<file path="config.mk">
export PLATFORM = sky130hd
export DESIGN_NAME = arp_cache_table
export DESIGN_NICKNAME = d
export VERILOG_FILES = /design/src/rtl/arpc_pkg.sv /design/src/rtl/arpc_ram.sv /design/src/rtl/arpc_dpath.sv /design/src/rtl/arpc_ctrl.sv /design/src/rtl/arp_cache_table.sv
export SDC_FILE = /design/constraint.sdc
export NUM_CORES = 2
export LEC_CHECK = 0
export BUFFER_PORTS_ARGS = -buffer_cell sky130_fd_sc_hd__buf_2
export CORE_ASPECT_RATIO = 0.8
export CORE_MARGIN = 4
export CORE_UTILIZATION = 56
export DETAILED_ROUTE_END_ITERATION = 8
export HOLD_SLACK_MARGIN = 0.06
export MAX_ROUTING_LAYER = met4
export PLACE_DENSITY = 0.72
export SYNTH_ARGS = -nofsm -noshare
export SYNTH_HDL_FRONTEND = slang
export SYNTH_SLANG_ARGS = --single-unit
</file>
<file path="constraint.sdc">
create_clock -name i_clk -period 8.7 [get_ports i_clk]
set_clock_uncertainty 0.05 [all_clocks]
set_input_delay 1.74 -clock i_clk [delete_from_list [all_inputs] [get_ports i_clk]]
set_output_delay 1.74 -clock i_clk [all_outputs]
set_load 0.03 [all_outputs]
</file>
<file path="src/rtl/arpc_pkg.sv">
`timescale 1ns / 1ps
// ----------------------------------------------------------------------------
// ARP cache package
// Shared types, codes and constants for the ARP cache table.
// ----------------------------------------------------------------------------
package arpc_pkg;

    // field widths
    localparam int OP_W            = 2;
    localparam int IP_W            = 32;
    localparam int MAC_W           = 48;
    localparam int STAMP_W         = 16;
    localparam int MAX_AGE_W       = 15;
    localparam int ACTION_W        = 2;
    localparam int ENTRY_INDEX_W   = 4;
    localparam int EXPIRED_W       = 5;

    localparam int TABLE_ENTRIES_DEF = 16;
    localparam logic [MAX_AGE_W-1:0] MAX_AGE_RESET = 15'd120;

    // op codes on the input
    localparam logic [OP_W-1:0] OP_TICK   = 2'd0;
    localparam logic [OP_W-1:0] OP_LEARN  = 2'd1;
    localparam logic [OP_W-1:0] OP_LOOKUP = 2'd2;

    // learn result codes
    localparam logic [ACTION_W-1:0] ACT_UPDATED  = 2'd0;
    localparam logic [ACTION_W-1:0] ACT_INSERTED = 2'd1;
    localparam logic [ACTION_W-1:0] ACT_REPLACED = 2'd2;
    localparam logic [ACTION_W-1:0] ACT_NONE     = 2'd3;

    // what the latched item asks for
    typedef enum logic [1:0] {
        K_NONE,
        K_TICK,
        K_LEARN,
        K_LOOKUP
    } t_kind;

    typedef enum logic [2:0] {
        S_IDLE,
        S_SCAN,
        S_DRAIN,
        S_COMMIT,
        S_RESP
    } t_state;

    // controller -> datapath
    typedef struct packed {
        logic load;       // latch item, reset scan state
        logic scan_step;  // read next entry
        logic commit;     // write learn, build result
    } t_dp_cmd;

    // datapath -> controller
    typedef struct packed {
        logic scan_last;  // entry being read is the last one
    } t_dp_sts;

endpackage

</file>
<file path="src/rtl/arpc_ram.sv">
`timescale 1ns / 1ps
// ----------------------------------------------------------------------------
// Generic RAM
// One write port, one read port with registered read data.
// ----------------------------------------------------------------------------
module arpc_ram #(
    parameter int WIDTH = 8,
    parameter int DEPTH = 16
) (
    input  logic                     i_clk,
    input  logic                     i_we,
    input  logic [$clog2(DEPTH)-1:0] i_waddr,
    input  logic [WIDTH-1:0]         i_wdata,
    input  logic                     i_re,
    input  logic [$clog2(DEPTH)-1:0] i_raddr,
    output logic [WIDTH-1:0]         o_rdata
);

    logic [WIDTH-1:0] r_mem [DEPTH];
    logic [WIDTH-1:0] r_rdata;

    always_ff @(posedge i_clk) begin
        if (i_we) begin
            r_mem[i_waddr] <= i_wdata;
        end
        if (i_re) begin
            r_rdata <= r_mem[i_raddr];
        end
    end

    assign o_rdata = r_rdata;

endmodule

</file>
<file path="src/rtl/arpc_dpath.sv">
`timescale 1ns / 1ps
// ----------------------------------------------------------------------------
// ARP cache datapath
// Entry store, valid bits, age clock, scan evaluation and result registers.
// ----------------------------------------------------------------------------
module arpc_dpath import arpc_pkg::*; #(
    parameter int TABLE_ENTRIES = TABLE_ENTRIES_DEF
) (
    input  logic                     i_clk,
    input  logic                     i_rst_n,
    input  t_dp_cmd                  i_cmd,
    output t_dp_sts                  o_sts,
    input  logic                     i_cfg_we,
    input  logic [MAX_AGE_W-1:0]     i_cfg_max_age,
    input  logic [OP_W-1:0]          i_op,
    input  logic [IP_W-1:0]          i_ip_address,
    input  logic [MAC_W-1:0]         i_mac_address,
    output logic                     o_hit,
    output logic [MAC_W-1:0]         o_found_mac,
    output logic [ACTION_W-1:0]      o_learn_action,
    output logic [ENTRY_INDEX_W-1:0] o_entry_index,
    output logic [EXPIRED_W-1:0]     o_expired_count
);

    localparam int IDX_W = $clog2(TABLE_ENTRIES);
    localparam int CNT_W = $clog2(TABLE_ENTRIES + 1);
    localparam int ENT_W = IP_W + MAC_W + STAMP_W;
    localparam logic [IDX_W-1:0] LAST_IDX = IDX_W'(TABLE_ENTRIES - 1);

    // item and config
    t_kind                  r_kind;
    t_kind                  n_kind;
    logic [IP_W-1:0]        r_ip;
    logic [MAC_W-1:0]       r_mac;
    logic [MAX_AGE_W-1:0]   r_max_age;
    logic [STAMP_W-1:0]     r_age_clock;
    logic [TABLE_ENTRIES-1:0] r_valid;

    // scan
    logic [IDX_W-1:0]       r_scan_idx;
    logic                   r_eval_vld;
    logic [IDX_W-1:0]       r_eval_idx;
    logic                   r_found;
    logic [IDX_W-1:0]       r_match_idx;
    logic [MAC_W-1:0]       r_match_mac;
    logic                   r_free_found;
    logic [IDX_W-1:0]       r_free_idx;
    logic [STAMP_W-1:0]     r_best_age;
    logic [IDX_W-1:0]       r_best_idx;
    logic [CNT_W-1:0]       r_exp_cnt;

    // results
    logic                     r_res_hit;
    logic [MAC_W-1:0]         r_res_mac;
    logic [ACTION_W-1:0]      r_res_action;
    logic [ENTRY_INDEX_W-1:0] r_res_idx;
    logic [EXPIRED_W-1:0]     r_res_exp;

    // RAM side
    logic             w_ram_we;
    logic [ENT_W-1:0] w_rdata;

    // evaluation of the entry read last cycle
    logic               w_e_valid;
    logic [IP_W-1:0]    w_e_ip;
    logic [MAC_W-1:0]   w_e_mac;
    logic [STAMP_W-1:0] w_e_stamp;
    logic [STAMP_W-1:0] w_e_age;
    logic               w_e_match;
    logic               w_e_expire;

    // commit
    logic [IDX_W-1:0]                 n_slot;
    logic [IDX_W-1:0]                 n_res_idx;
    logic [IDX_W+ENTRY_INDEX_W-1:0]   w_res_idx_ext;
    logic [CNT_W+EXPIRED_W-1:0]       w_exp_ext;
    logic [ACTION_W-1:0]              n_action;

    always_comb begin
        case (i_op)
            OP_TICK:   n_kind = K_TICK;
            OP_LEARN:  n_kind = (i_ip_address != '0) ? K_LEARN : K_NONE;
            OP_LOOKUP: n_kind = (i_ip_address != '0) ? K_LOOKUP : K_NONE;
            default:   n_kind = K_NONE;
        endcase
    end

    assign o_sts.scan_last = (r_scan_idx == LAST_IDX);

    assign w_e_valid  = r_valid[r_eval_idx];
    assign w_e_ip     = w_rdata[ENT_W-1 -: IP_W];
    assign w_e_mac    = w_rdata[STAMP_W +: MAC_W];
    assign w_e_stamp  = w_rdata[STAMP_W-1:0];
    assign w_e_age    = r_age_clock - w_e_stamp;
    assign w_e_match  = w_e_valid && (w_e_ip == r_ip);
    assign w_e_expire = w_e_valid && (w_e_age >= {1'b0, r_max_age});

    // match first, then first free, then oldest
    always_comb begin
        if (r_found) begin
            n_slot   = r_match_idx;
            n_action = ACT_UPDATED;
        end else if (r_free_found) begin
            n_slot   = r_free_idx;
            n_action = ACT_INSERTED;
        end else begin
            n_slot   = r_best_idx;
            n_action = ACT_REPLACED;
        end
    end

    always_comb begin
        case (r_kind)
            K_LEARN:  n_res_idx = n_slot;
            K_LOOKUP: n_res_idx = r_found ? r_match_idx : '0;
            default:  n_res_idx = '0;
        endcase
    end

    assign w_res_idx_ext = {{ENTRY_INDEX_W{1'b0}}, n_res_idx};
    assign w_exp_ext     = {{EXPIRED_W{1'b0}}, r_exp_cnt};
    assign w_ram_we      = i_cmd.commit && (r_kind == K_LEARN);

    arpc_ram #(
        .WIDTH (ENT_W),
        .DEPTH (TABLE_ENTRIES)
    ) u_entry_ram (
        .i_clk   (i_clk),
        .i_we    (w_ram_we),
        .i_waddr (n_slot),
        .i_wdata ({r_ip, r_mac, r_age_clock}),
        .i_re    (i_cmd.scan_step),
        .i_raddr (r_scan_idx),
        .o_rdata (w_rdata)
    );

    // control state
    always_ff @(posedge i_clk) begin
        if (!i_rst_n) begin
            r_max_age   <= MAX_AGE_RESET;
            r_age_clock <= '0;
            r_valid     <= '0;
            r_scan_idx  <= '0;
            r_eval_vld  <= 1'b0;
            r_kind      <= K_NONE;
            r_exp_cnt   <= '0;
        end else begin
            if (i_cfg_we) begin
                r_max_age <= i_cfg_max_age;
            end
            r_eval_vld <= i_cmd.scan_step;
            if (i_cmd.load) begin
                r_kind     <= n_kind;
                r_scan_idx <= '0;
                r_exp_cnt  <= '0;
                if (n_kind == K_TICK) begin
                    r_age_clock <= r_age_clock + STAMP_W'(1);
                end
            end else if (i_cmd.scan_step && !o_sts.scan_last) begin
                r_scan_idx <= r_scan_idx + IDX_W'(1);
            end
            if (r_eval_vld && (r_kind == K_TICK) && w_e_expire) begin
                r_valid[r_eval_idx] <= 1'b0;
                r_exp_cnt           <= r_exp_cnt + CNT_W'(1);
            end
            if (w_ram_we) begin
                r_valid[n_slot] <= 1'b1;
            end
        end
    end

    // item payload and scan trackers
    always_ff @(posedge i_clk) begin
        r_eval_idx <= r_scan_idx;
        if (i_cmd.load) begin
            r_ip         <= i_ip_address;
            r_mac        <= i_mac_address;
            r_found      <= 1'b0;
            r_free_found <= 1'b0;
            r_best_age   <= '0;
            r_best_idx   <= '0;
        end else if (r_eval_vld) begin
            if (w_e_match && !r_found) begin
                r_found     <= 1'b1;
                r_match_idx <= r_eval_idx;
                r_match_mac <= w_e_mac;
            end
            if (!w_e_valid && !r_free_found) begin
                r_free_found <= 1'b1;
                r_free_idx   <= r_eval_idx;
            end
            // strictly greater keeps the earliest of equal ages
            if (w_e_valid && (w_e_age > r_best_age)) begin
                r_best_age <= w_e_age;
                r_best_idx <= r_eval_idx;
            end
        end
        if (i_cmd.commit) begin
            r_res_hit    <= (r_kind == K_LOOKUP) && r_found;
            r_res_mac    <= ((r_kind == K_LOOKUP) && r_found) ? r_match_mac : '0;
            r_res_action <= (r_kind == K_LEARN) ? n_action : ACT_NONE;
            r_res_idx    <= w_res_idx_ext[ENTRY_INDEX_W-1:0];
            r_res_exp    <= (r_kind == K_TICK) ? w_exp_ext[EXPIRED_W-1:0] : '0;
        end
    end

    assign o_hit           = r_res_hit;
    assign o_found_mac     = r_res_mac;
    assign o_learn_action  = r_res_action;
    assign o_entry_index   = r_res_idx;
    assign o_expired_count = r_res_exp;

    // commit only once the last read has been evaluated
    a_commit_after_drain: assert property (@(posedge i_clk) disable iff (!i_rst_n)
        i_cmd.commit |-> !r_eval_vld)
        else $error("commit while scan evaluation pending");

    a_scan_restart: assert property (@(posedge i_clk) disable iff (!i_rst_n)
        i_cmd.load |=> (r_scan_idx == '0) && (r_exp_cnt == '0))
        else $error("scan state not cleared on load");

    a_exp_bound: assert property (@(posedge i_clk) disable iff (!i_rst_n)
        r_exp_cnt <= CNT_W'(TABLE_ENTRIES))
        else $error("expired count beyond table size");

endmodule

</file>
<file path="src/rtl/arpc_ctrl.sv">
`timescale 1ns / 1ps
// ----------------------------------------------------------------------------
// ARP cache controller
// Sequences accept, table scan, commit and result strobe.
// ----------------------------------------------------------------------------
module arpc_ctrl import arpc_pkg::*; (
    input  logic    i_clk,
    input  logic    i_rst_n,
    input  logic    i_start,
    input  t_dp_sts i_sts,
    output t_dp_cmd o_cmd,
    output logic    o_busy,
    output logic    o_result_valid
);

    t_state r_state;
    t_state n_state;

    always_ff @(posedge i_clk) begin
        if (!i_rst_n) begin
            r_state <= S_IDLE;
        end else begin
            r_state <= n_state;
        end
    end

    always_comb begin
        case (r_state)
            S_IDLE:   n_state = i_start ? S_SCAN : S_IDLE;
            S_SCAN:   n_state = i_sts.scan_last ? S_DRAIN : S_SCAN;
            S_DRAIN:  n_state = S_COMMIT;
            S_COMMIT: n_state = S_RESP;
            S_RESP:   n_state = S_IDLE;
            default:  n_state = S_IDLE;
        endcase
    end

    always_comb begin
        o_cmd          = '0;
        o_busy         = 1'b1;
        o_result_valid = 1'b0;
        case (r_state)
            S_IDLE: begin
                o_busy     = 1'b0;
                o_cmd.load = i_start;
            end
            S_SCAN:   o_cmd.scan_step = 1'b1;
            S_DRAIN:  o_cmd = '0;
            S_COMMIT: o_cmd.commit = 1'b1;
            S_RESP:   o_result_valid = 1'b1;
            default:  o_busy = 1'b1;
        endcase
    end

    a_accept_starts_scan: assert property (@(posedge i_clk) disable iff (!i_rst_n)
        (i_start && !o_busy) |=> (r_state == S_SCAN))
        else $error("accepted item did not start a scan");

    a_result_after_commit: assert property (@(posedge i_clk) disable iff (!i_rst_n)
        o_result_valid |-> $past(o_cmd.commit))
        else $error("result strobe without a commit");

    a_result_frees: assert property (@(posedge i_clk) disable iff (!i_rst_n)
        o_result_valid |=> !o_busy)
        else $error("still busy after result");

endmodule

</file>
<file path="src/rtl/arp_cache_table.sv">
`timescale 1ns / 1ps
// ----------------------------------------------------------------------------
// ARP cache table
// IPv4-to-MAC cache with aging: tick, learn and lookup on one command port.
// ----------------------------------------------------------------------------
// Usage: present an item on i_op / i_ip_address / i_mac_address with start
// high; it is taken on a clock edge where busy is low. Every item, whatever
// its op, runs through the same steps: the idle cycle with busy low that
// ends in the accept, a walk of the entry RAM through its single registered
// read port, one entry per cycle, an evaluation of the last read, a write
// back of a learn with the build of the result, then the result itself. The
// result shows for exactly one cycle with o_result_valid high; the receiver
// cannot hold it off, so it must take it then. busy drops in the cycle after
// the strobe. The outputs keep the last result until the next one.
// max_age is written through i_cfg_we / i_cfg_max_age; the user must write
// it only while idle, which the block itself does not enforce.
// No clearing pass is needed after reset: free entries are tracked by
// flip-flop valid bits cleared at reset.
// ----------------------------------------------------------------------------
// Behaviour notes:
//  - tick: age clock advances first, then every used entry whose age
//    (clock minus stamp, mod 2^16) has reached max_age is freed.
//  - learn: refresh a match, else first free entry, else the entry with
//    strictly greatest age (entry 0 when all ages are zero).
//  - learn or lookup of IP zero, and the unused op code, change nothing.
//  - entry_index and expired_count carry only their low bits.
// ----------------------------------------------------------------------------
module arp_cache_table import arpc_pkg::*; #(
    parameter int TABLE_ENTRIES = TABLE_ENTRIES_DEF
) (
    input  logic                     i_clk,
    input  logic                     i_rst_n,
    // command handshake
    input  logic                     start,
    output logic                     busy,
    // configuration
    input  logic                     i_cfg_we,
    input  logic [MAX_AGE_W-1:0]     i_cfg_max_age,
    // item
    input  logic [OP_W-1:0]          i_op,
    input  logic [IP_W-1:0]          i_ip_address,
    input  logic [MAC_W-1:0]         i_mac_address,
    // result
    output logic                     o_result_valid,
    output logic                     o_hit,
    output logic [MAC_W-1:0]         o_found_mac,
    output logic [ACTION_W-1:0]      o_learn_action,
    output logic [ENTRY_INDEX_W-1:0] o_entry_index,
    output logic [EXPIRED_W-1:0]     o_expired_count
);

    t_dp_cmd w_cmd;
    t_dp_sts w_sts;

    // sequencer: idle -> scan -> drain -> commit -> result
    arpc_ctrl u_ctrl (
        .i_clk          (i_clk),
        .i_rst_n        (i_rst_n),
        .i_start        (start),
        .i_sts          (w_sts),
        .o_cmd          (w_cmd),
        .o_busy         (busy),
        .o_result_valid (o_result_valid)
    );

    // entry store, valid bits, age clock and per-scan trackers
    arpc_dpath #(
        .TABLE_ENTRIES (TABLE_ENTRIES)
    ) u_dpath (
        .i_clk           (i_clk),
        .i_rst_n         (i_rst_n),
        .i_cmd           (w_cmd),
        .o_sts           (w_sts),
        .i_cfg_we        (i_cfg_we),
        .i_cfg_max_age   (i_cfg_max_age),
        .i_op            (i_op),
        .i_ip_address    (i_ip_address),
        .i_mac_address   (i_mac_address),
        .o_hit           (o_hit),
        .o_found_mac     (o_found_mac),
        .o_learn_action  (o_learn_action),
        .o_entry_index   (o_entry_index),
        .o_expired_count (o_expired_count)
    );

endmodule
</file>
==> results by group <==
Logic synthesis
  – Syn. warnings: 0
  – Top cells by count, synth: edfxtp_1 (1828), mux4_2 (484), clkbuf_1 (90)
  – Syn nets: 3313
  – Mapped cell area: 72200 sq um
  – Yosys top cell area share: 0.760
  – Mean cell area of the mapped netlist: 22.8 sq um
  – Largest area contributor in the netlist: edfxtp_1
  – Post-synth cell types: 54
  – Main synth FF type: edfxtp_1
  – Register area share after synthesis: 0.784
  – Ys async rst share: 0
  – Mapped Cells: 3162
  – Count leader, synth: edfxtp_1
  – Synth Register Bits: 1916
  – Post-synth EDFFs: 1828
  – Top post-synthesis cells by area: edfxtp_1 (76%), mux4_2 (15%), dfxtp_1 (2.4%)

Clocking
  – Clock Latency Late Sink: 0.82 ns
  – CTS buffer count: 175
  – Clock Tree Root: clkbuf_16
  – CTS tree: done
  – Post-CTS setup buffers: 0
  – # hold bufs at CTS: 0
  – Clock tree buffer depth: 3
  – Clock transition at path regs: 0.07 ns
  – H-tree level count: 4
  – Clock Sinks: 1916
  – Resized Gates After CTS: 0

Hold path
  – Min-delay src: u_dpath.u_entry_ram.o_rdata[38]
  – HP Class: register to register

Place
  – Detailed placement HPWL: 76200 um
  – GPL Wtd Cong: 0.857
  – I/O Buffers: 162
  – Area after DPL: 75400 sq um

Timing
  – Slew margin rel.: 0.147
  – Least-Margin Pin Slew: 1.28 ns
  – Post-route minimum period: 5.55 ns
  – FMAX: 0.180 GHz
  – RSZ-0062 raised after global routing: no
  – Max-slew violations: 0
  – Final setup vio count: 0
  – Setup TNS Final: 0 ns
  – Final Hold Fails: 0
  – Final period utilization: 0.638

Power
  – Sequential power share: 0.565
  – Sw Ratio: 0.204
  – Power Internal: 0.0145 W
  – Lkg Pwr: 24.5 nW
  – VDD IR max: 0.208 mV
  – Part of the power in the clock network: 0.406
  – Combinational Power Share: 0.028
  – Sw power: 0.00371 W
  – Pwr Total: 0.0182 W
  – Power density cells: 225 nW/um^2

Detailed routing
  – Routed Wire Length: 160000 um
  – DRT Pass-1 Iters: 5
  – DR iter-0 viols: 4462
  – Vias: 33800
  – DR DRC count: 0
  – WL/cell: 30.2 um
  – Vias per cell: 6.39
  – Antenna viol nets, final: 0

Global route
  – First-pass GRT wire length: 236000 um
  – Vias in the first global route: 34700
  – Largest net degree at the start of global routing: 130
  – Initial antenna violation count: 2
  – Overflow after GRT: 0
  – Tot GR Track Use: 0.248

Layout
  – Layout cell share with drive strength beyond 1: 0.270
  – Final net count: 3568
  – Synth-to-Final Area Change: 12.0%
  – Final instance area: 80900 sq um

Flow run
  – Maxcap violations: 0

Die
  – Die height: 329 um
  – Initial Utilization: 0.566
  – Die Area: 135000 sq um
  – I/O pin total: 163
  – Die width: 410 um
  – Cell Rows: 117
  – Core box area: 128000 sq um

Worst setup path
  – Reg-to-Reg Start: u_dpath.r_age_clock[0]
  – Critical Path Source Type: register
  – WP data required: 9.30 ns
  – Worst Path Arrival: 6.15 ns
  – Worst Setup End Kind: register
  – Worst reg-to-reg setup slack: 3.15 ns
  – Critical path fanouts, max: 23
  – Critical Path Start: u_dpath.r_age_clock[0]
  – Kind of critical path: register to register

Status
  – Status: finished clean
-- power by group through the flow --
stage | Sequential [W] | Clock (W) | Combinational [W]
finish | 0.0103 | 0.00739 | 0.000516
global route | 0.0103 | 0.00791 | 0.000558
floorplan | 0.0104 | 0 | 0.000379
CTS | 0.0103 | 0.00750 | 0.000523
detailed placement | 0.0105 | 0 | 0.000520
global placement | 0.0105 | 0 | 0.000506
-- final cells by class --
type	count	area, sq um
Timing Repair Buffer	212	1350
Clock buffer	228	4640
Fill cell	8266	46800
Clock inverter	91	850
Tap cell	1725	2160
Antenna cell	1	2.50
Sequential cell	1916	56700
Multi-Input combinational cell	1056	15000
Inverter	56	213
-- routing by layer --
metal  routed length, um  share of wire  track usage  vias to the layer above
met2               79100           0.50        0.388                     1666
met5                   0              0            -                        -
met4                3200          0.020       0.0635                        0
met3               12000          0.075       0.0379                      235
li1                    -              -            -                    13700
met1               65300           0.41        0.352                    18200
-- cell families (layout without fill, tap and decap cells) --
group                      Yosys count  in the layout  share of synthesized area
AOI/OAI and AO/OA                  130            130                     0.0116
xor gates and xnor gates            61             61                    0.00740
adders and majority gates           50             50                    0.00877
buffers and inverters              190            587                     0.0101
DFF                               1916           1916                      0.784
muxes                              520            520                      0.156
other                                0              1                          0
and+or+nand+nor                    295            295                     0.0218
-- worst paths after layout --
check | endpoint | cells after the start
setup / recovery | u_dpath.r_best_age[7] | 19
hold / removal | u_dpath.r_match_mac[22] | 0
setup reg to reg | u_dpath.r_best_age[7] | 19
hold reg to reg | u_dpath.r_match_mac[22] | 0
-- critical path, cell delays in order (launching register included) --
cell and delay (ns):
dfxtp_1 0.72, inv_1 0.16, ha_1 0.24, fa_1 0.41, nand2b_1 0.17, a21oi_1 0.19
o21ai_0 0.14, a31oi_1 0.32, a21oi_1 0.11, a21oi_1 0.20, xnor2_1 0.19, inv_1 0.11
ha_1 0.34, nand4_1 0.16, nor2_1 0.18, nand3_1 0.12, o21ai_0 0.18, o311a_1 1.05
mux2i_1 0.30, nor2_1 0.06
-- per-stage QoR --
step	util	hold WS, ns	setup slack, ns	instances
after global routing	0.634	0.367	2.73	5285
final	0.634	0.356	3.15	5285
after floorplan	-	0.297	0.211	3162
after CTS	0.633	0.353	3.19	5284
after detailed placement	0.590	0.355	3.20	4965
after global placement	0.590	0.350	3.42	4965
-- cell usage in the layout (no fill, tap or decap), drive strengths merged, types with 16 or more instances in the layout --
cell	n
a21o	16
a21oi	38
and2	70
buf	212
clkbuf	228
clkinv	68
dfxtp	88
edfxtp	1828
ha	49
inv	63
mux2i	35
mux4	484
nand2	43
nand3	22
nand4	19
nor2	64
nor2b	22
o21ai	31
xnor2	53
-- flip-flops by register name, indices dropped and copies added (netlist names), 5 cells and up --
| register | cells |
|---|---|
| u_dpath.r_mac | 48 |
| u_dpath.r_valid | 16 |
| u_dpath.u_entry_ram.r_mem | 1536 |
| u_dpath.r_max_age | 15 |
| u_dpath.u_entry_ram.o_rdata | 96 |
| u_dpath.o_found_mac | 48 |
| u_dpath.r_age_clock | 16 |
| u_dpath.r_match_mac | 48 |
| u_dpath.r_ip | 32 |
| u_dpath.o_expired_count | 5 |
| u_dpath.r_best_age | 16 |
| u_dpath.r_exp_cnt | 5 |
Power figures use the tool's default switching activity.
